**config.mk**
```make
export PLATFORM = sky130hd
export DESIGN_NAME = utf32_to_utf8_encoder_core
export DESIGN_NICKNAME = d
export VERILOG_FILES = /design/src/sv/u8enc_pkg.sv /design/src/sv/utf32_to_utf8_encoder_core.sv /design/src/sv/u8enc_front.sv /design/src/sv/u8enc_queue.sv /design/src/sv/u8enc_back.sv
export VERILOG_INCLUDE_DIRS = /design/src /design/src/sv
export SDC_FILE = /design/constraint.sdc
export NUM_CORES = 1
export LEC_CHECK = 0
export ABC_CLOCK_PERIOD_IN_PS = 7500
export BUFFER_PORTS_ARGS = -buffer_cell sky130_fd_sc_hd__buf_2
export CAP_MARGIN = 10
export CORE_MARGIN = 2
export CORE_UTILIZATION = 50
export CTS_CLUSTER_DIAMETER = 50
export CTS_CLUSTER_SIZE = 24
export DETAILED_ROUTE_END_ITERATION = 8
export GPL_TIMING_DRIVEN = 0
export HOLD_SLACK_MARGIN = 0.15
export PLACE_DENSITY = 0.69
export SYNTH_ARGS = -nofsm -noshare
export SYNTH_HDL_FRONTEND = slang
export SYNTH_HIERARCHICAL = 1
export SYNTH_SLANG_ARGS = --single-unit
```
**constraint.sdc**
```tcl
create_clock -name clock -period 7.5 [get_ports clock]
set_input_delay 0.375 -clock clock [delete_from_list [all_inputs] [get_ports clock]]
set_output_delay 0.375 -clock clock [all_outputs]
set_load 0.005 [all_outputs]
```
**src/sv/utf32_to_utf8_encoder_core_macros.svh**
```systemverilog
// assertion macros for the utf-8 encoder core
`ifndef UTF32_TO_UTF8_ENCODER_CORE_MACROS_SVH
`define UTF32_TO_UTF8_ENCODER_CORE_MACROS_SVH

`ifndef SYNTH
// same-cycle implication
`define U8ENC_ASSERT_IMP(label, clk, rst, ante, cons) \
   label: assert property (@(posedge clk) disable iff (rst) (ante) |-> (cons)) \
      else $error("u8enc assertion failed");
// next-cycle implication
`define U8ENC_ASSERT_NXT(label, clk, rst, ante, cons) \
   label: assert property (@(posedge clk) disable iff (rst) (ante) |=> (cons)) \
      else $error("u8enc assertion failed");
`else
`define U8ENC_ASSERT_IMP(label, clk, rst, ante, cons)
`define U8ENC_ASSERT_NXT(label, clk, rst, ante, cons)
`endif

`endif

```
**src/sv/u8enc_pkg.sv**
```systemverilog
// shared types and constants of the utf-8 encoder core
package u8enc_pkg;

   localparam int QUEUE_DEPTH = 2;
   localparam int QPTR_W      = (QUEUE_DEPTH > 1) ? $clog2(QUEUE_DEPTH) : 1;
   localparam int QCNT_W      = $clog2(QUEUE_DEPTH + 1);

   localparam logic [15:0] CAPACITY_RESET = 16'hFFFF;

   // encoded length, zero marks an error entry
   localparam logic [2:0] LEN_ERR = 3'd0;
   localparam logic [2:0] LEN_1   = 3'd1;
   localparam logic [2:0] LEN_2   = 3'd2;
   localparam logic [2:0] LEN_3   = 3'd3;
   localparam logic [2:0] LEN_4   = 3'd4;

   localparam logic [7:0] LEAD_2 = 8'hC0;
   localparam logic [7:0] LEAD_3 = 8'hE0;
   localparam logic [7:0] LEAD_4 = 8'hF0;
   localparam logic [7:0] CONT   = 8'h80;

   // one classified request as it travels from front to back
   typedef struct packed {
      logic [3:0][7:0] bytes;  // bytes[0] goes out first
      logic [2:0]      len;
      logic [15:0]     base;   // byte count before this request
   } entry_type;

endpackage

```
**src/sv/utf32_to_utf8_encoder_core.sv**
```systemverilog
// top level of the utf-32 to utf-8 encoder core
// Streams code points in and utf-8 bytes out, one result per byte (one result
// for a failed request). Each request is classified on acceptance: its 1 to 4
// byte encoding is formed and the running byte count of the string is checked
// against the capacity register, so a request that would overflow, or a code
// point above 0x10FFFF, yields a single error result and every later request
// of the string yields an error too, until a request with tlast set closes the
// string and clears the count. Surrogates are encoded as plain three-byte
// values. Classified requests wait in a two-entry queue; the back end emits
// one byte per cycle into a result register while the receiver takes its
// results, so a request of n bytes gives n results (one for an error), up to
// four per request. Requests are taken every cycle while the queue has room,
// and a request reaches the result channel through the queue, the current
// entry register and the result register. The capacity register resets to
// 65535 and a new value applies from the next request on.
module utf32_to_utf8_encoder_core import u8enc_pkg::*; (
   input  logic        clock,
   input  logic        reset,
   // capacity register write port
   input  logic        csr_wr_en,
   input  logic [15:0] csr_wr_data,
   // request channel
   input  logic        req_tvalid,
   output logic        req_tready,
   input  logic [31:0] req_tdata,   // [31:0] code_point
   input  logic        req_tlast,   // end_of_string
   // result channel
   output logic        rsp_tvalid,
   input  logic        rsp_tready,
   output logic [23:0] rsp_tdata,   // [7:0] out_byte, [23:8] bytes_written
   output logic [1:0]  rsp_tuser,   // [0] byte_valid, [1] conversion_error
   output logic        rsp_tlast    // last_of_run
);

   // front to queue
   logic      push;
   entry_type push_entry;
   logic      queue_full;

   // queue to back
   logic      head_valid;
   entry_type head_entry;
   logic      pop;

   // unpacked result fields
   logic [7:0]  out_byte;
   logic        byte_valid;
   logic        conversion_error;
   logic [15:0] bytes_written;

   // classification, capacity check and per-string state
   u8enc_front u_front (
      .clock         (clock),
      .reset         (reset),
      .csr_wr_en     (csr_wr_en),
      .csr_wr_data   (csr_wr_data),
      .req_valid     (req_tvalid),
      .code_point    (req_tdata),
      .end_of_string (req_tlast),
      .queue_full    (queue_full),
      .req_ready     (req_tready),
      .push          (push),
      .push_entry    (push_entry)
   );

   // decouples acceptance from byte emission
   u8enc_queue u_queue (
      .clock      (clock),
      .reset      (reset),
      .push       (push),
      .push_entry (push_entry),
      .pop        (pop),
      .full       (queue_full),
      .head_valid (head_valid),
      .head_entry (head_entry)
   );

   // byte serializer with the result register
   u8enc_back u_back (
      .clock            (clock),
      .reset            (reset),
      .head_valid       (head_valid),
      .head_entry       (head_entry),
      .pop              (pop),
      .rsp_ready        (rsp_tready),
      .rsp_valid        (rsp_tvalid),
      .out_byte         (out_byte),
      .byte_valid       (byte_valid),
      .last_of_run      (rsp_tlast),
      .conversion_error (conversion_error),
      .bytes_written    (bytes_written)
   );

   // pack result fields, lowest field first
   assign rsp_tdata = {bytes_written, out_byte};
   assign rsp_tuser = {conversion_error, byte_valid};

endmodule

```
**src/sv/u8enc_front.sv**
```systemverilog
// front end: capacity register, classification and per-string state
module u8enc_front import u8enc_pkg::*; (
   input  logic        clock,
   input  logic        reset,
   input  logic        csr_wr_en,
   input  logic [15:0] csr_wr_data,
   input  logic        req_valid,
   input  logic [31:0] code_point,
   input  logic        end_of_string,
   input  logic        queue_full,
   output logic        req_ready,
   output logic        push,
   output entry_type   push_entry
);

   logic [15:0] capacity_ff, capacity_in;
   logic [15:0] count_ff, count_in;
   logic        stopped_ff, stopped_in;
   logic [2:0]  enc_len;
   logic [3:0][7:0] enc_bytes;
   logic [17:0] need;
   logic        fits;
   logic [2:0]  final_len;

   assign req_ready = !queue_full;
   assign push      = req_valid && req_ready;

   always_comb begin
      enc_bytes = '0;
      enc_len   = LEN_ERR;
      if (code_point[31:7] == '0) begin
         enc_len      = LEN_1;
         enc_bytes[0] = {1'b0, code_point[6:0]};
      end else if (code_point[31:11] == '0) begin
         enc_len      = LEN_2;
         enc_bytes[0] = LEAD_2 | {3'b0, code_point[10:6]};
         enc_bytes[1] = CONT | {2'b0, code_point[5:0]};
      end else if (code_point[31:16] == '0) begin
         enc_len      = LEN_3;
         enc_bytes[0] = LEAD_3 | {4'b0, code_point[15:12]};
         enc_bytes[1] = CONT | {2'b0, code_point[11:6]};
         enc_bytes[2] = CONT | {2'b0, code_point[5:0]};
      end else if (code_point[31:21] == '0 && code_point[20:16] <= 5'h10) begin
         enc_len      = LEN_4;
         enc_bytes[0] = LEAD_4 | {5'b0, code_point[20:18]};
         enc_bytes[1] = CONT | {2'b0, code_point[17:12]};
         enc_bytes[2] = CONT | {2'b0, code_point[11:6]};
         enc_bytes[3] = CONT | {2'b0, code_point[5:0]};
      end
   end

   // whole sequence has to fit into the remaining capacity
   assign need      = {2'b0, count_ff} + {15'b0, enc_len};
   assign fits      = need <= {2'b0, capacity_ff};
   assign final_len = (stopped_ff || !fits) ? LEN_ERR : enc_len;

   assign push_entry.bytes = enc_bytes;
   assign push_entry.len   = final_len;
   assign push_entry.base  = count_ff;

   always_comb begin
      capacity_in = csr_wr_en ? csr_wr_data : capacity_ff;
      count_in    = count_ff;
      stopped_in  = stopped_ff;
      if (push) begin
         if (end_of_string) begin
            count_in   = '0;
            stopped_in = 1'b0;
         end else if (final_len == LEN_ERR) begin
            stopped_in = 1'b1;
         end else begin
            count_in = need[15:0];
         end
      end
   end

   always_ff @(posedge clock) begin
      if (reset) begin
         capacity_ff <= CAPACITY_RESET;
         count_ff    <= '0;
         stopped_ff  <= 1'b0;
      end else begin
         capacity_ff <= capacity_in;
         count_ff    <= count_in;
         stopped_ff  <= stopped_in;
      end
   end

endmodule

```
**src/sv/u8enc_queue.sv**
```systemverilog
// short fifo of classified requests between front and back
module u8enc_queue import u8enc_pkg::*; (
   input  logic      clock,
   input  logic      reset,
   input  logic      push,
   input  entry_type push_entry,
   input  logic      pop,
   output logic      full,
   output logic      head_valid,
   output entry_type head_entry
);

   entry_type         slot_ff [QUEUE_DEPTH];
   logic [QPTR_W-1:0] wr_ptr_ff, wr_ptr_in;
   logic [QPTR_W-1:0] rd_ptr_ff, rd_ptr_in;
   logic [QCNT_W-1:0] count_ff, count_in;

   assign full       = count_ff == QCNT_W'(QUEUE_DEPTH);
   assign head_valid = count_ff != '0;
   assign head_entry = slot_ff[rd_ptr_ff];

   always_comb begin
      wr_ptr_in = wr_ptr_ff;
      rd_ptr_in = rd_ptr_ff;
      count_in  = count_ff;
      if (push) begin
         wr_ptr_in = (wr_ptr_ff == QPTR_W'(QUEUE_DEPTH - 1)) ? '0 : wr_ptr_ff + 1'b1;
      end
      if (pop) begin
         rd_ptr_in = (rd_ptr_ff == QPTR_W'(QUEUE_DEPTH - 1)) ? '0 : rd_ptr_ff + 1'b1;
      end
      if (push && !pop) begin
         count_in = count_ff + 1'b1;
      end else if (pop && !push) begin
         count_in = count_ff - 1'b1;
      end
   end

   always_ff @(posedge clock) begin
      if (reset) begin
         wr_ptr_ff <= '0;
         rd_ptr_ff <= '0;
         count_ff  <= '0;
      end else begin
         wr_ptr_ff <= wr_ptr_in;
         rd_ptr_ff <= rd_ptr_in;
         count_ff  <= count_in;
      end
   end

   always_ff @(posedge clock) begin
      if (push) begin
         slot_ff[wr_ptr_ff] <= push_entry;
      end
   end

endmodule

```
**src/sv/u8enc_back.sv**
```systemverilog
// back end: walks one entry byte by byte into the result register
`include "utf32_to_utf8_encoder_core_macros.svh"
module u8enc_back import u8enc_pkg::*; (
   input  logic        clock,
   input  logic        reset,
   input  logic        head_valid,
   input  entry_type   head_entry,
   output logic        pop,
   input  logic        rsp_ready,
   output logic        rsp_valid,
   output logic [7:0]  out_byte,
   output logic        byte_valid,
   output logic        last_of_run,
   output logic        conversion_error,
   output logic [15:0] bytes_written
);

   entry_type   cur_ff, cur_in;
   logic        cur_valid_ff, cur_valid_in;
   logic [1:0]  idx_ff, idx_in;
   logic        rsp_valid_ff, rsp_valid_in;
   logic [7:0]  byte_ff, byte_in;
   logic        bvalid_ff, bvalid_in;
   logic        last_ff, last_in;
   logic        err_ff, err_in;
   logic [15:0] written_ff, written_in;
   logic        out_free;
   logic        issue;
   logic        cur_err;
   logic        cur_last;
   logic [2:0]  idx_next;

   assign out_free = !rsp_valid_ff || rsp_ready;
   assign issue    = out_free && cur_valid_ff;
   assign cur_err  = cur_ff.len == LEN_ERR;
   assign idx_next = {1'b0, idx_ff} + 3'd1;
   assign cur_last = cur_err || (idx_next == cur_ff.len);
   assign pop      = head_valid && (!cur_valid_ff || (issue && cur_last));

   always_comb begin
      cur_in       = cur_ff;
      cur_valid_in = cur_valid_ff;
      idx_in       = idx_ff;
      if (pop) begin
         cur_in       = head_entry;
         cur_valid_in = 1'b1;
         idx_in       = '0;
      end else if (issue) begin
         if (cur_last) begin
            // park the index at zero while no entry is held
            cur_valid_in = 1'b0;
            idx_in       = '0;
         end else begin
            idx_in = idx_ff + 1'b1;
         end
      end
   end

   always_comb begin
      rsp_valid_in = rsp_valid_ff && !rsp_ready;
      byte_in      = byte_ff;
      bvalid_in    = bvalid_ff;
      last_in      = last_ff;
      err_in       = err_ff;
      written_in   = written_ff;
      if (issue) begin
         rsp_valid_in = 1'b1;
         byte_in      = cur_err ? 8'h00 : cur_ff.bytes[idx_ff];
         bvalid_in    = !cur_err;
         last_in      = cur_last;
         err_in       = cur_err;
         written_in   = cur_err ? cur_ff.base : cur_ff.base + {14'b0, idx_ff} + 16'd1;
      end
   end

   always_ff @(posedge clock) begin
      if (reset) begin
         cur_valid_ff <= 1'b0;
         rsp_valid_ff <= 1'b0;
         idx_ff       <= '0;
      end else begin
         cur_valid_ff <= cur_valid_in;
         rsp_valid_ff <= rsp_valid_in;
         idx_ff       <= idx_in;
      end
   end

   always_ff @(posedge clock) begin
      cur_ff     <= cur_in;
      byte_ff    <= byte_in;
      bvalid_ff  <= bvalid_in;
      last_ff    <= last_in;
      err_ff     <= err_in;
      written_ff <= written_in;
   end

   assign rsp_valid        = rsp_valid_ff;
   assign out_byte         = byte_ff;
   assign byte_valid       = bvalid_ff;
   assign last_of_run      = last_ff;
   assign conversion_error = err_ff;
   assign bytes_written    = written_ff;

   // an error stands alone and ends its request
   `U8ENC_ASSERT_IMP(a_err_is_last, clock, reset, rsp_valid_ff && err_ff, last_ff && !bvalid_ff)
   // byte index never walks past the encoded length
   `U8ENC_ASSERT_IMP(a_idx_in_range, clock, reset, cur_valid_ff && !cur_err, idx_next <= cur_ff.len)
   // a blocked result register freezes the walk
   `U8ENC_ASSERT_NXT(a_stall_holds, clock, reset, rsp_valid_ff && !rsp_ready, $stable(idx_ff))
   // no new entry taken while the current one still has bytes to go
   `U8ENC_ASSERT_IMP(a_pop_at_end, clock, reset, pop && cur_valid_ff, issue && cur_last)

endmodule

```
### After elaboration in Yosys (flattened, before gate mapping)

Memory sizes are Yosys's and may differ from the RTL's. A register that Yosys moved wholly into a read port is not among the register bits.
Cells that the tools add are included.
Widths: inputs -> output; s select.

* memories kept: 1
* output and inout port bits: 29
* register bits: 68
* input bits: 54
* word-level logic and storage cells: 95
* RAM bits: 102

* $add $sub $neg: 9
* reductions and logical operators: 35
* equal/unequal tests: 3
* muxes and demuxes: 30
* order comparisons: 3

Memory list
* u_queue.slot_ff: depth 2, bits a word 51, read ports 1, clocked after memory_dff 1, write ports 1, line u8enc_queue.sv:13 `entry_type slot_ff [QUEUE_DEPTH];`

Operators with widths (number)
* $mux 16: 5
* $mux 24: 2
* $mux 32: 1
* $logic_not 25->1: 1
* $mux 8: 3
* $logic_not 21->1: 1
* $le 18x16->1: 1
* $add 16x3->17: 1
* $add 16x1->16 const B: 1
* $add 16x2->16: 1
* $bmux 8 s2: 1
* $logic_not 16->1: 1
* $mux 3: 5
* $logic_not 11->1: 1
* $mux 1: 10
* $reduce_bool 2->1: 5
* $logic_and 1x1->1: 8
* $logic_not 1->1: 8
* $logic_not 3->1: 2
* $mux 2: 3
* $reduce_and 2->1: 3
* $le 5x5->1 const B: 1
* $add 2x1->2 const B: 2
* $logic_or 1x1->1: 4
* other kinds (8): 9

### Logic depth before layout (Yosys ltp)

Gate-level depths: netlist of the first run.

* depth in word-level cells: 14
* depth in mapped cells: 21
* depth with buffers taken out: 20

### By module

The synthesis of the first run kept the hierarchy.

Modules (own cells, without submodules)
* u8enc_queue: instances 1, cells an instance 181, sequential area each 3163.0 µm², area an instance 3880.0 µm²
* u8enc_back: instances 1, cells an instance 182, sequential area each 2422.3 µm², area an instance 3226.8 µm²
* u8enc_front: instances 1, cells an instance 326, sequential area each 660.6 µm², area an instance 2591.2 µm²
* utf32_to_utf8_encoder_core: instances 1, cells an instance 2, sequential area each 0.0 µm², area an instance 15.0 µm²

### Worst setup path after synthesis of the first run

No wires, ideal clock.

* path kind: input to register
* start point: in req_tdata[16]
* end point: reg u_front.count_ff[12]
* stages: 21
* path buffers: 2
* slack: 2.618 ns
* data required time: 7.429 ns
* library setup time: 0.071 ns
* data arrival time: 4.811 ns
* path through: or4_4 -> buf_6 -> or3_1 -> buf_2 -> nand2b_4 -> nor2_4 -> nor2_1 -> ha_1 -> a21o_1 -> a21oi_1 -> nor3_1 -> and4_1 -> xor2_1 -> ha_1 -> nand3_1 -> nor3_1 -> o2bb2ai_1 -> o211a_4 -> nand2_4 -> or4_1 -> a21oi_1

* cells in the longest elaborated chain, start to end: 14
* elaborated cells between the ends (all ways): 19
* those cells by class: add/sub: 1; order compare: 2; eq/ne: 1; mux: 7; reduce/logical: 8

Ends and longest elaborated chain
* start, declared: line utf32_to_utf8_encoder_core.sv:25 `input logic [31:0] req_tdata,`
* $le 5x5->1: line u8enc_front.sv:43 `end else if (code_point[31:21] == '0 && code_point[20:16] <= 5'h10) begin`
* $logic_and 1x1->1: line u8enc_front.sv:43
* $mux 3: line u8enc_front.sv:43
* $mux 3: line u8enc_front.sv:38 `end else if (code_point[31:16] == '0) begin`
* $mux 3: line u8enc_front.sv:34 `end else if (code_point[31:11] == '0) begin`
* $mux 3 *: line u8enc_front.sv:31 `if (code_point[31:7] == '0) begin`
* $add 16x3->17: line u8enc_front.sv:53 `assign need = {2'b0, count_ff} + {15'b0, enc_len};`
* $le 18x16->1: line u8enc_front.sv:54 `assign fits = need <= {2'b0, capacity_ff};`
* $logic_not 1->1: line u8enc_front.sv:55 `assign final_len = (stopped_ff || !fits) ? LEN_ERR : enc_len;`
* $logic_or 1x1->1: line u8enc_front.sv:55
* $mux 3: line u8enc_front.sv:55
* $logic_not 3->1: line u8enc_front.sv:69 `end else if (final_len == LEN_ERR) begin`
* $ne 2x2->1 (no source line)
* $reduce_and 2->1 (no source line)
* end signal, assigned: line u8enc_front.sv:84 `count_ff <= count_in;`
* end, declared: line u8enc_front.sv:17 `logic [15:0] count_ff, count_in;`

Every way passes the cells marked *; elsewhere a longest branch is shown, timed or not. The select of a mux whose other input is x is not followed.
A chain may end at the register's enable or synchronous reset.

### Final worst setup path of the first run

* start point: in req_tdata[16]
* end point: reg u_front.count_ff[15]

Same word-level chain as after synthesis.

==> flow_summary.toml, run 1 <==
[synthesis]
ys_seq_elements = 222
avgSynthCellArea_um2 = 14.1
netlist_area_um2 = 9710
synth_top_area_share = 0.556
synthCells = 691
ys_types = 68
seq_area_frac_synth = 0.643
ys.flop_type = "edfxtp_1"
ys_warn_count = 6
synthArstFlopShare = 0
synth-edff-count = 180
yosysTopAreaCell = "edfxtp_1"
ys_top_cells_by_area = "edfxtp_1 (56%), dfxtp_1 (8.7%), mux2_2 (5.9%)"

[sta]
slew_headroom = 0.272
rsz0062_at_grt = "no"
drv_slew = 0
setup_tns_ps = 0
skew_ps = 12.7
max_freq_mhz = 181
fin_crit_ps = 5520
finalHoldViolCount = 0
period_share = 0.736
final-setup-viol-count = 0
worstMarginPinSlew_ps = 1090

[worst_setup_path]
crit_required_ps = 7940
r2r.worst_path.cells = 14
reg2reg_to = "u_front/count_ff[15]$_SDFFE_PP0P_"
worstReg2RegStart = "u_front/count_ff[1]$_SDFFE_PP0P_"
cp_max_fo = 12
cp-start-kind = "primary input"
end_kind = "register"
timing_worst_setup_path_type = "in2reg"
r2r_setup_slack_ps = 3300
crit_arrival_ps = 5960

[global_route]
grt_start_max_net_pins = 34
antenna_found_initial = 1
grt_usage = 0.189
grt_pass1_vias = 5995
overflow = 0
grt_pass1_wl_mm = 30.5

[clocking]
clk_pin_slew_ps = 70
htreeDepth = 1
cts_root_buf = "clkbuf_16"
cts_buffers = 21
cts.sinks = 222
postCtsSetupRepairBufs = 0
cts_tree = "yes"
clock_path_buffers = 3
clk_latency_ps = 500

[worst_hold_path]
hold_class = "in2reg"
hp-start = "reset"
hold_depth = 2
min_to = "u_queue/count_ff[0]$_SDFFE_PP0P_"

[placed_design]
post_dp_cell_area_um2 = 10500
portBuffers = 81
post-dp-hpwl_mm = 13.1
gp_congestion = 0.881

[route]
dr.pass1.iters = 5
wl_per_cell_um = 17.2
viasPerCell = 5.39
ant_nets = 0
first_iter_violations = 376
remaining_drc_errors = 0
wl_mm = 18.8
dr_total_vias = 5882

[final_layout]
finalNetCount = 896
layout-drive-gt1-share = 0.274
syn2layout_area_growth_pct = 17.8
fin_area_um2 = 11400
diodes = 0

[floorplanning]
rows = 50
core_um2 = 18900
ios = 83
die_width_um = 143
die_area_um2 = 20600
die_y_um = 143
start_util = 0.514

[power_and_ir_drop]
power.leakage_nw = 4.41
p_per_area_nw_per_um2 = 339
ir_worst_vdd_mv = 0.180

[outcome]
status = "finished, final reports clean"

[run]
cap_violations = 0
-- worst max-delay path by stage --
stage,startpoint,to,depth (start not counted)
floorplan,req_tdata[16],u_front/count_ff[12]$_SDFFE_PP0P_,21
global placement,req_tdata[16],u_front/count_ff[15]$_SDFFE_PP0P_,19
detailed placement,req_tdata[16],u_front/count_ff[0]$_SDFFE_PP0P_,19
CTS,req_tdata[16],u_front/count_ff[15]$_SDFFE_PP0P_,19
global route,req_tdata[22],u_front/count_ff[15]$_SDFFE_PP0P_,22
finish,req_tdata[16],u_front/count_ff[15]$_SDFFE_PP0P_,19
-- registers in the layout, indices dropped and copies added (netlist names), 2 cells and up, named ones only --
register / cells
u_back/idx_ff: 2
u_back/bytes_written: 16
u_queue/count_ff: 2
u_front/capacity_ff: 16
u_back/out_byte: 8
u_front/count_ff: 16
u_back/cur_ff: 51
u_queue/slot_ff: 102
-- layer usage --
layer | wire length (um) | track usage
met5 | 13 | 0
met1 | 8390 | 0.256
met4 | 303 | 0.0470
met3 | 1060 | 0.0307
met2 | 9040 | 0.323
-- power by group --
| part | internal, mW | switching [mW] | total, mW |
|---|---|---|---|
| registers | 1.77 | 0.113 | 1.88 |
| logic | 0.372 | 0.489 | 0.861 |
| clock network | 0.648 | 0.493 | 1.14 |
-- cell usage in the layout (no fill, tap or decap), types with 20 or more instances in the layout --
master     count
clkbuf_16     21
inv_1         33
nor2_1        33
ha_1          23
mux2_2        51
dfxtp_1       42
xnor2_1       20
a21oi_1       27
buf_2         91
nand2_1       34
edfxtp_1     180
-- final cells by class --
cell class                      instances  area, um2
Timing Repair Buffer                  101        636
Multi-Input combinational cell        407       3200
Tap cell                              260        325
Buffer                                 29        155
Fill cell                            1478       7450
Sequential cell                       222       6250
Inverter                               35        131
Clock inverter                         14        223
Clock buffer                           23        533
-- kinds of logic after synthesis --
logic type,Yosys count,share of synthesized area
other,1,0.000386
flip-flops,222,0.643
buffers and inverters,64,0.0295
AND/OR/NAND/NOR,171,0.0989
multiplexers,60,0.0787
AO/OA/AOI/OAI,114,0.0850
XOR/XNOR,34,0.0307
adder cells (fa/ha/maj),25,0.0338
-- synthesized netlist by cell type, types with 3 or more instances --
| cell | instances |
|---|---|
| edfxtp_1 | 180 |
| mux2_2 | 51 |
| dfxtp_1 | 42 |
| nand2_1 | 34 |
| inv_1 | 33 |
| nor2_1 | 33 |
| a21oi_1 | 27 |
| ha_1 | 23 |
| xnor2_1 | 20 |
| and2_1 | 18 |
| o21ai_0 | 18 |
| nand3_1 | 17 |
| o211ai_1 | 17 |
| a22o_1 | 15 |
| xor2_1 | 14 |
| and3_1 | 11 |
| clkbuf_1 | 11 |
| buf_2 | 10 |
| nor3_1 | 9 |
| a31oi_1 | 8 |
| mux4_2 | 8 |
| buf_4 | 7 |
| a211oi_1 | 5 |
| nand4_1 | 5 |
| nor4_1 | 5 |
| or3_1 | 5 |
| or4_1 | 5 |
| a21oi_2 | 4 |
| a21o_1 | 3 |
| nand2b_1 | 3 |
-- critical path, stage by stage --
cell and delay, ps:
buf_2 110, or4_4 530, buf_6 150, xnor2_1 130, nor2_1 370, clkbuf_1 580, ha_1 410, a21oi_1 530
nor3_1 200, and4_1 290, xor2_1 170, ha_1 290, nand3_1 100, nor3_1 270, nand2b_1 120, o211ai_1 520
o21ai_1 150, a21oi_2 430, a22o_1 220
-- metrics by stage --
stage                     instances  utilization  hold WS [ps]  setup WS (ps)  total power, mW
final                          1091        0.606           225           1980             3.88
after global routing           1091        0.606           235           1580             4.07
after CTS                      1091        0.606           208           2080             3.92
after detailed placement       1037        0.557           483           1580             2.78
after global placement         1034        0.553           474           1680             2.72
after floorplan                 693            -           443           2620             2.47
-- what timing repair did --
action,CTS,global route
resized for setup,0,0
hold endpoints to repair,16,0
hold buffers,17,0
Power figures use the tool's default switching activity.
==> inputs of run 2 (changes only) <==
--- a/config.mk
+++ b/config.mk
@@ -6,7 +6,8 @@
 export SDC_FILE = /design/constraint.sdc
 export NUM_CORES = 1
 export LEC_CHECK = 0
-export ABC_CLOCK_PERIOD_IN_PS = 7500
+export ABC_AREA = 1
+export ABC_CLOCK_PERIOD_IN_PS = 4500
 export BUFFER_PORTS_ARGS = -buffer_cell sky130_fd_sc_hd__buf_2
 export CAP_MARGIN = 10
 export CORE_MARGIN = 2
@@ -16,7 +17,7 @@
 export DETAILED_ROUTE_END_ITERATION = 8
 export GPL_TIMING_DRIVEN = 0
 export HOLD_SLACK_MARGIN = 0.15
-export PLACE_DENSITY = 0.69
+export PLACE_DENSITY = 0.71
 export SYNTH_ARGS = -nofsm -noshare
 export SYNTH_HDL_FRONTEND = slang
 export SYNTH_HIERARCHICAL = 1
==> constraint.sdc (replaced) <==
create_clock -name clock -period 4.5 [get_ports clock]
set_input_delay 0.225 -clock clock [delete_from_list [all_inputs] [get_ports clock]]
set_output_delay 0.225 -clock clock [all_outputs]
set_load 0.005 [all_outputs]
==> flow_summary.toml, run 2 <==
[sta]
finalHoldViolCount = 0
holdWs_ps = 180
skew_ps = 13.1
setup_tns_ps = 0
drv_slew = 0
fin_crit_ps = 4190
period_share = 0.931
slew_headroom = 0.263
worstMarginPinSlew_ps = 1080
max_freq_mhz = 239
final-setup-viol-count = 0

[route]
ant_nets = 0
wl_mm = 20.2
first_iter_violations = 445
dr_total_vias = 6664
wl_per_cell_um = 15.4
remaining_drc_errors = 0
viasPerCell = 5.07
dr.pass1.iters = 4

[final_layout]
diodes = 0
layout-drive-gt1-share = 0.254
largest_reg_flops = 102
top_register = "u_queue/slot_ff"
syn2layout_area_growth_pct = 20.0
final_common_cell = "edfxtp_1"
layout_common_cells = "edfxtp_1 (180), inv_1 (114), nand2_1 (92)"
finalNetCount = 1106
final_util = 0.611
top_regs = "u_queue/slot_ff x102, u_back/cur_ff x51"

[floorplanning]
die_area_um2 = 21900
start_util = 0.510
rows = 52
ios = 83
die_width_um = 148
core_um2 = 20300
die_y_um = 148

[global_route]
grt_pass1_wl_mm = 32.5
grt_usage = 0.186
grt_pass1_vias = 6555
antenna_found_initial = 1
overflow = 0
grt_start_max_net_pins = 38

[synthesis]
ys_warn_count = 6
ys_seq_elements = 222
synth_most_common_cell = "edfxtp_1"
synth_top_area_share = 0.522
synth-edff-count = 180
avgSynthCellArea_um2 = 11.7
yosysTopAreaCell = "edfxtp_1"
netlist_area_um2 = 10300
synth_common_cells = "edfxtp_1 (180), inv_1 (116), nor2_1 (93)"
synthCells = 883
ys_top_cells_by_area = "edfxtp_1 (52%), dfxtp_1 (8.1%), mux2_4 (7.3%)"
ys.flop_type = "edfxtp_1"
ys_types = 49
synthArstFlopShare = 0
seq_area_frac_synth = 0.604

[worst_setup_path]
cp_max_fo = 10
crit_slowest_cell = "dlygate4sd3_1"
crit_required_ps = 4930
slowest_delay_ps = 530
cp_common_cell = "nand2_2"
critical_path_buf_inv_count = 4
crit_arrival_ps = 4620
cpLargestDelayFamily = "simple AND/OR/NAND/NOR gates"
end_kind = "register"
timing_worst_setup_path_type = "in2reg"
cp-start-kind = "primary input"

[run]
cap_violations = 0

[clocking]
cts.sinks = 222
clk_pin_slew_ps = 70
cts_root_buf = "clkbuf_16"
htreeDepth = 1
cts_tree = "yes"
clock_path_buffers = 3
cts_buffers = 24
clk_latency_ps = 510

[power_and_ir_drop]
p_per_area_nw_per_um2 = 542
power.leakage_nw = 5.21
ir_worst_vdd_mv = 0.304

[outcome]
status = "finished, final reports clean"

[placed_design]
gp_congestion = 0.818
post-dp-hpwl_mm = 14.0
portBuffers = 81

[worst_hold_path]
hold_class = "in2reg"
## run 2: cell count changes after synthesis, moves of 15 or more
cell	delta
and2_1	-18
nor2_1	+60
mux2_2	-50
o21ai_0	+25
a22o_1	-15
nand2_2	+15
nand3_1	+15
a21oi_1	+22
inv_1	+83
o211ai_1	-17
nand2_1	+58
mux2_4	+50
## run 2: timing repair
action,4_1_cts,5_1_grt
gates resized for setup,0,6
endpoints found under the setup margin,0,16
endpoints found under the hold margin,43,0
setup buffers,0,3
hold buffers,27,0
## run 2: logic make-up after synthesis
kind of cell | after synthesis | share of synthesized area
xor+xnor | 28 | 0.0237
compound gates | 126 | 0.0712
other cells | 1 | 0.000362
buf+inv | 154 | 0.0705
simple gates | 276 | 0.125
flops | 222 | 0.604
fa+ha+maj | 25 | 0.0317
mux | 51 | 0.0737
## run 2: stage by stage
step           area, um2  setup slack, ps  cells  power, mW
2_1_floorplan      10400              855    885       4.20
3_3_place_gp       11100             -463   1236       4.61
3_5_place_dp       11200              174   1241       4.73
4_1_cts            12400              143   1312       6.80
5_1_grt            12400           -0.517   1315       7.07
6_report           12400              309   1315       6.73
## run 2: worst min-delay path, cell delays in order
cell and delay [ps]:
buf_2 120, inv_1 80, o22ai_1 90
## run 2: final timing paths
| kind | start | end | slack (ps) | cells after the start |
|---|---|---|---|---|
| worst max-delay path | req_tdata[16] | u_front/count_ff[8]$_SDFFE_PP0P_ | 310 | 28 |
| worst min-delay path | req_tdata[10] | u_queue/slot_ff[0][39]$_DFFE_PP_ | 180 | 3 |
| worst max register to register | u_front/count_ff[0]$_SDFFE_PP0P_ | u_front/count_ff[8]$_SDFFE_PP0P_ | 960 | 21 |
| worst min register to register | u_front/count_ff[11]$_SDFFE_PP0P_ | u_queue/slot_ff[0][11]$_DFFE_PP_ | 470 | 0 |
## run 2: layout make-up
class | instances | area, um2
Tap cell | 270 | 338
Sequential cell | 222 | 6250
Multi-Input combinational cell | 509 | 3420
Buffer | 34 | 274
Fill cell | 1606 | 7890
Inverter | 120 | 455
Timing Repair Buffer | 116 | 821
Clock inverter | 18 | 203
Clock buffer | 26 | 651
## run 2: where the power goes
group	total (mW)	internal (mW)	switching [mW]
registers	3.08	2.90	0.178
clock network	2.04	1.16	0.878
logic	1.61	0.706	0.907
total	6.73	4.77	1.96
## run 2: per-layer routing
| layer | global-route usage | share of wire | vias to the layer above |
|---|---|---|---|
| met3 | 0.0318 | 0.061 | 24 |
| met2 | 0.321 | 0.48 | 190 |
| met5 | 0 | 0 | - |
| met1 | 0.249 | 0.45 | 3141 |
| li1 | - | - | 3309 |
| met4 | 0.0452 | 0.013 | 0 |
==> inputs of run 3 (changes only) <==
--- a/config.mk
+++ b/config.mk
@@ -10,6 +10,7 @@
 export ABC_CLOCK_PERIOD_IN_PS = 4500
 export BUFFER_PORTS_ARGS = -buffer_cell sky130_fd_sc_hd__buf_2
 export CAP_MARGIN = 10
+export CORE_ASPECT_RATIO = 0.75
 export CORE_MARGIN = 2
 export CORE_UTILIZATION = 50
 export CTS_CLUSTER_DIAMETER = 50
@@ -20,5 +21,4 @@
 export PLACE_DENSITY = 0.71
 export SYNTH_ARGS = -nofsm -noshare
 export SYNTH_HDL_FRONTEND = slang
-export SYNTH_HIERARCHICAL = 1
 export SYNTH_SLANG_ARGS = --single-unit
==> flow_summary.toml, run 3 <==
[global_route]
antenna_found_initial = 0
grt_usage = 0.198
grt_start_max_net_pins = 31
overflow = 0
grt_pass1_vias = 5927
grt_pass1_wl_mm = 30.6

[final_layout]
top_register = "u_queue.slot_ff"
fill_cells = 1528
layout_common_cells = "nand2_1 (215), edfxtp_1 (168), inv_1 (106)"
multi_input_area_um2 = 3060
final_common_cell = "nand2_1"
diodes = 0
syn2layout_area_growth_pct = 19.2
seqCellArea_um2 = 5870
finalNetCount = 1117
largest_reg_flops = 94
layout-drive-gt1-share = 0.170
fin_area_um2 = 11200
top_regs = "u_queue.slot_ff x94, u_back.cur_ff x47"

[worst_hold_path]
hold_depth = 5
hold_class = "in2reg"
min_to = "u_queue.slot_ff[1][19]$_DFFE_PP_"
hp-start = "req_tdata[18]"

[worst_setup_path]
cp_max_fo = 10
cp_common_cell = "nand2_1"
crit_required_ps = 4880
worstReg2RegStart = "u_front.count_ff[2]$_SDFFE_PP0P_"
critical_path_buf_inv_count = 5
r2r.worst_path.cells = 24
cp-start-kind = "primary input"
end_kind = "register"
r2r_setup_slack_ps = 900
crit_slowest_cell = "dlygate4sd3_1"
cpLargestDelayFamily = "simple AND/OR/NAND/NOR gates"
crit_arrival_ps = 4530
slowest_delay_ps = 530
reg2reg_to = "u_front.count_ff[7]$_SDFFE_PP0P_"
timing_worst_setup_path_type = "in2reg"

[synthesis]
ys_seq_elements = 209
synth_most_common_cell = "nand2_1"
synth_top_area_share = 0.537
ys.flop_type = "edfxtp_1"
synth_xor_area_frac = 0.0261
synthCells = 906
synth-simple-area-share = 0.168
ys_warn_count = 0
yosysTopAreaCell = "edfxtp_1"
synth-edff-count = 168
synthMuxAreaShare = 0
netlist_area_um2 = 9400
synth_compound_area_frac = 0.0861
synthAdderAreaFrac = 0.0349
synth_common_cells = "nand2_1 (217), edfxtp_1 (168), inv_1 (107)"
syn_nets = 985
seq_area_frac_synth = 0.624
synth_top_family_by_area = "simple AND/OR/NAND/NOR gates"
synthArstFlopShare = 0
ys_types = 47
avgSynthCellArea_um2 = 10.4
ys_top_cells_by_area = "edfxtp_1 (54%), dfxtp_1 (8.7%), nand2_1 (8.7%)"

[floorplanning]
die_area_um2 = 19900
rows = 43
ios = 83
die_width_um = 162
die_y_um = 123
start_util = 0.509
core_um2 = 18500

[power_and_ir_drop]
power.total_mw = 6.01
power.leakage_nw = 4.73
ir_worst_vdd_mv = 0.310
p_per_area_nw_per_um2 = 536

[sta]
rsz0062_at_grt = "no"
skew_ps = 14.9
finalHoldViolCount = 0
slew_headroom = 0.322
fin_crit_ps = 4150
period_share = 0.921
worstMarginPinSlew_ps = 1020
max_freq_mhz = 241
drv_slew = 0
final-setup-viol-count = 0

[clocking]
cts_tree = "yes"
cts_buffers = 19
clock_path_buffers = 3
cts_root_buf = "clkbuf_16"
clk_latency_ps = 500
htreeDepth = 1
clk_pin_slew_ps = 70
cts.sinks = 209

[route]
dr.pass1.iters = 5
ant_nets = 0
dr_total_vias = 6574
first_iter_violations = 578
remaining_drc_errors = 0
wl_per_cell_um = 14.9
wl_mm = 19.3
viasPerCell = 5.06

[placed_design]
gp_congestion = 0.881
post_dp_cell_area_um2 = 10200
post-dp-hpwl_mm = 13.7
portBuffers = 80

[outcome]
status = "finished, final reports clean"

[run]
cap_violations = 0
## run 3: cell count changes after synthesis, moves of 9 or more
cell	delta
nand2_2	-14
nand2_1	+125
o21ai_0	+9
mux2_4	-50
buf_4	-9
edfxtp_1	-12
inv_1	-9
clkbuf_1	+13
nor2_1	-17
## run 3: how the worst max path moves through the flow
| stage | cells past startpoint | end | slack, ps | startpoint |
|---|---|---|---|---|
| floorplan | 31 | u_front.count_ff[5]$_SDFFE_PP0P_ | 720 | req_tdata[23] |
| global placement | 32 | u_front.count_ff[7]$_SDFFE_PP0P_ | -190 | req_tdata[25] |
| detailed placement | 33 | u_front.count_ff[9]$_SDFFE_PP0P_ | -210 | req_tdata[23] |
| CTS | 32 | u_front.count_ff[9]$_SDFFE_PP0P_ | 50 | req_tdata[20] |
| global route | 31 | u_front.count_ff[5]$_SDFFE_PP0P_ | 3 | req_tdata[20] |
| finish | 28 | u_front.count_ff[7]$_SDFFE_PP0P_ | 350 | req_tdata[20] |
## run 3: per-layer routing
| metal | GRT usage | vias up | wire (um) |
|---|---|---|---|
| li1 | - | 3300 | - |
| met5 | 0 | - | 0 |
| met3 | 0.0345 | 30 | 1440 |
| met2 | 0.280 | 261 | 7790 |
| met4 | 0.0487 | 0 | 386 |
| met1 | 0.316 | 2983 | 9680 |
## run 3: tightest hold or removal path: stages
cell and delay [ps]:
buf_2 100, nand3_1 70, o21ai_0 70, o22ai_1 70
inv_1 70
## run 3: through the flow
stage               hold slack (ps)  std cells  setup WS [ps]   util  setup TNS [ps]
floorplan                       347        906            716      -               0
global placement                440       1233           -189  0.548           -2120
detailed placement              444       1236           -211  0.553           -2580
CTS                             183       1294           49.2  0.601               0
global route                    206       1298           2.74  0.607               0
finish                          196       1298            355  0.607               0
## run 3: layout make-up
cell class              count  area share
flip-flops and latches    209       0.524
multi-input cells         552       0.273
repair buffers            111      0.0659
clock buffers              20      0.0428
inverters                 113      0.0379
well taps                 247      0.0276
clock inverters            14      0.0157
plain buffers              32      0.0134
## run 3: logic make-up after synthesis
kind of cell               after synthesis
and+or+nand+nor                        360
AOI/OAI and AO/OA                      139
xor gates and xnor gates                28
DFF                                    209
buffers and inverters                  145
adders and majority gates               25
## run 3: repair_timing
| action | in CTS | in global routing |
|---|---|---|
| hold buffers | 24 | 0 |
| setup buffers | 0 | 4 |
| endpoints found under the setup margin | 0 | 23 |
| endpoints found under the hold margin | 27 | 0 |
| resized for setup | 0 | 17 |
## run 3: power by group
part	switching, mW	internal (mW)
Clock	0.758	0.928
Sequential	0.153	2.77
Combinational	0.948	0.452
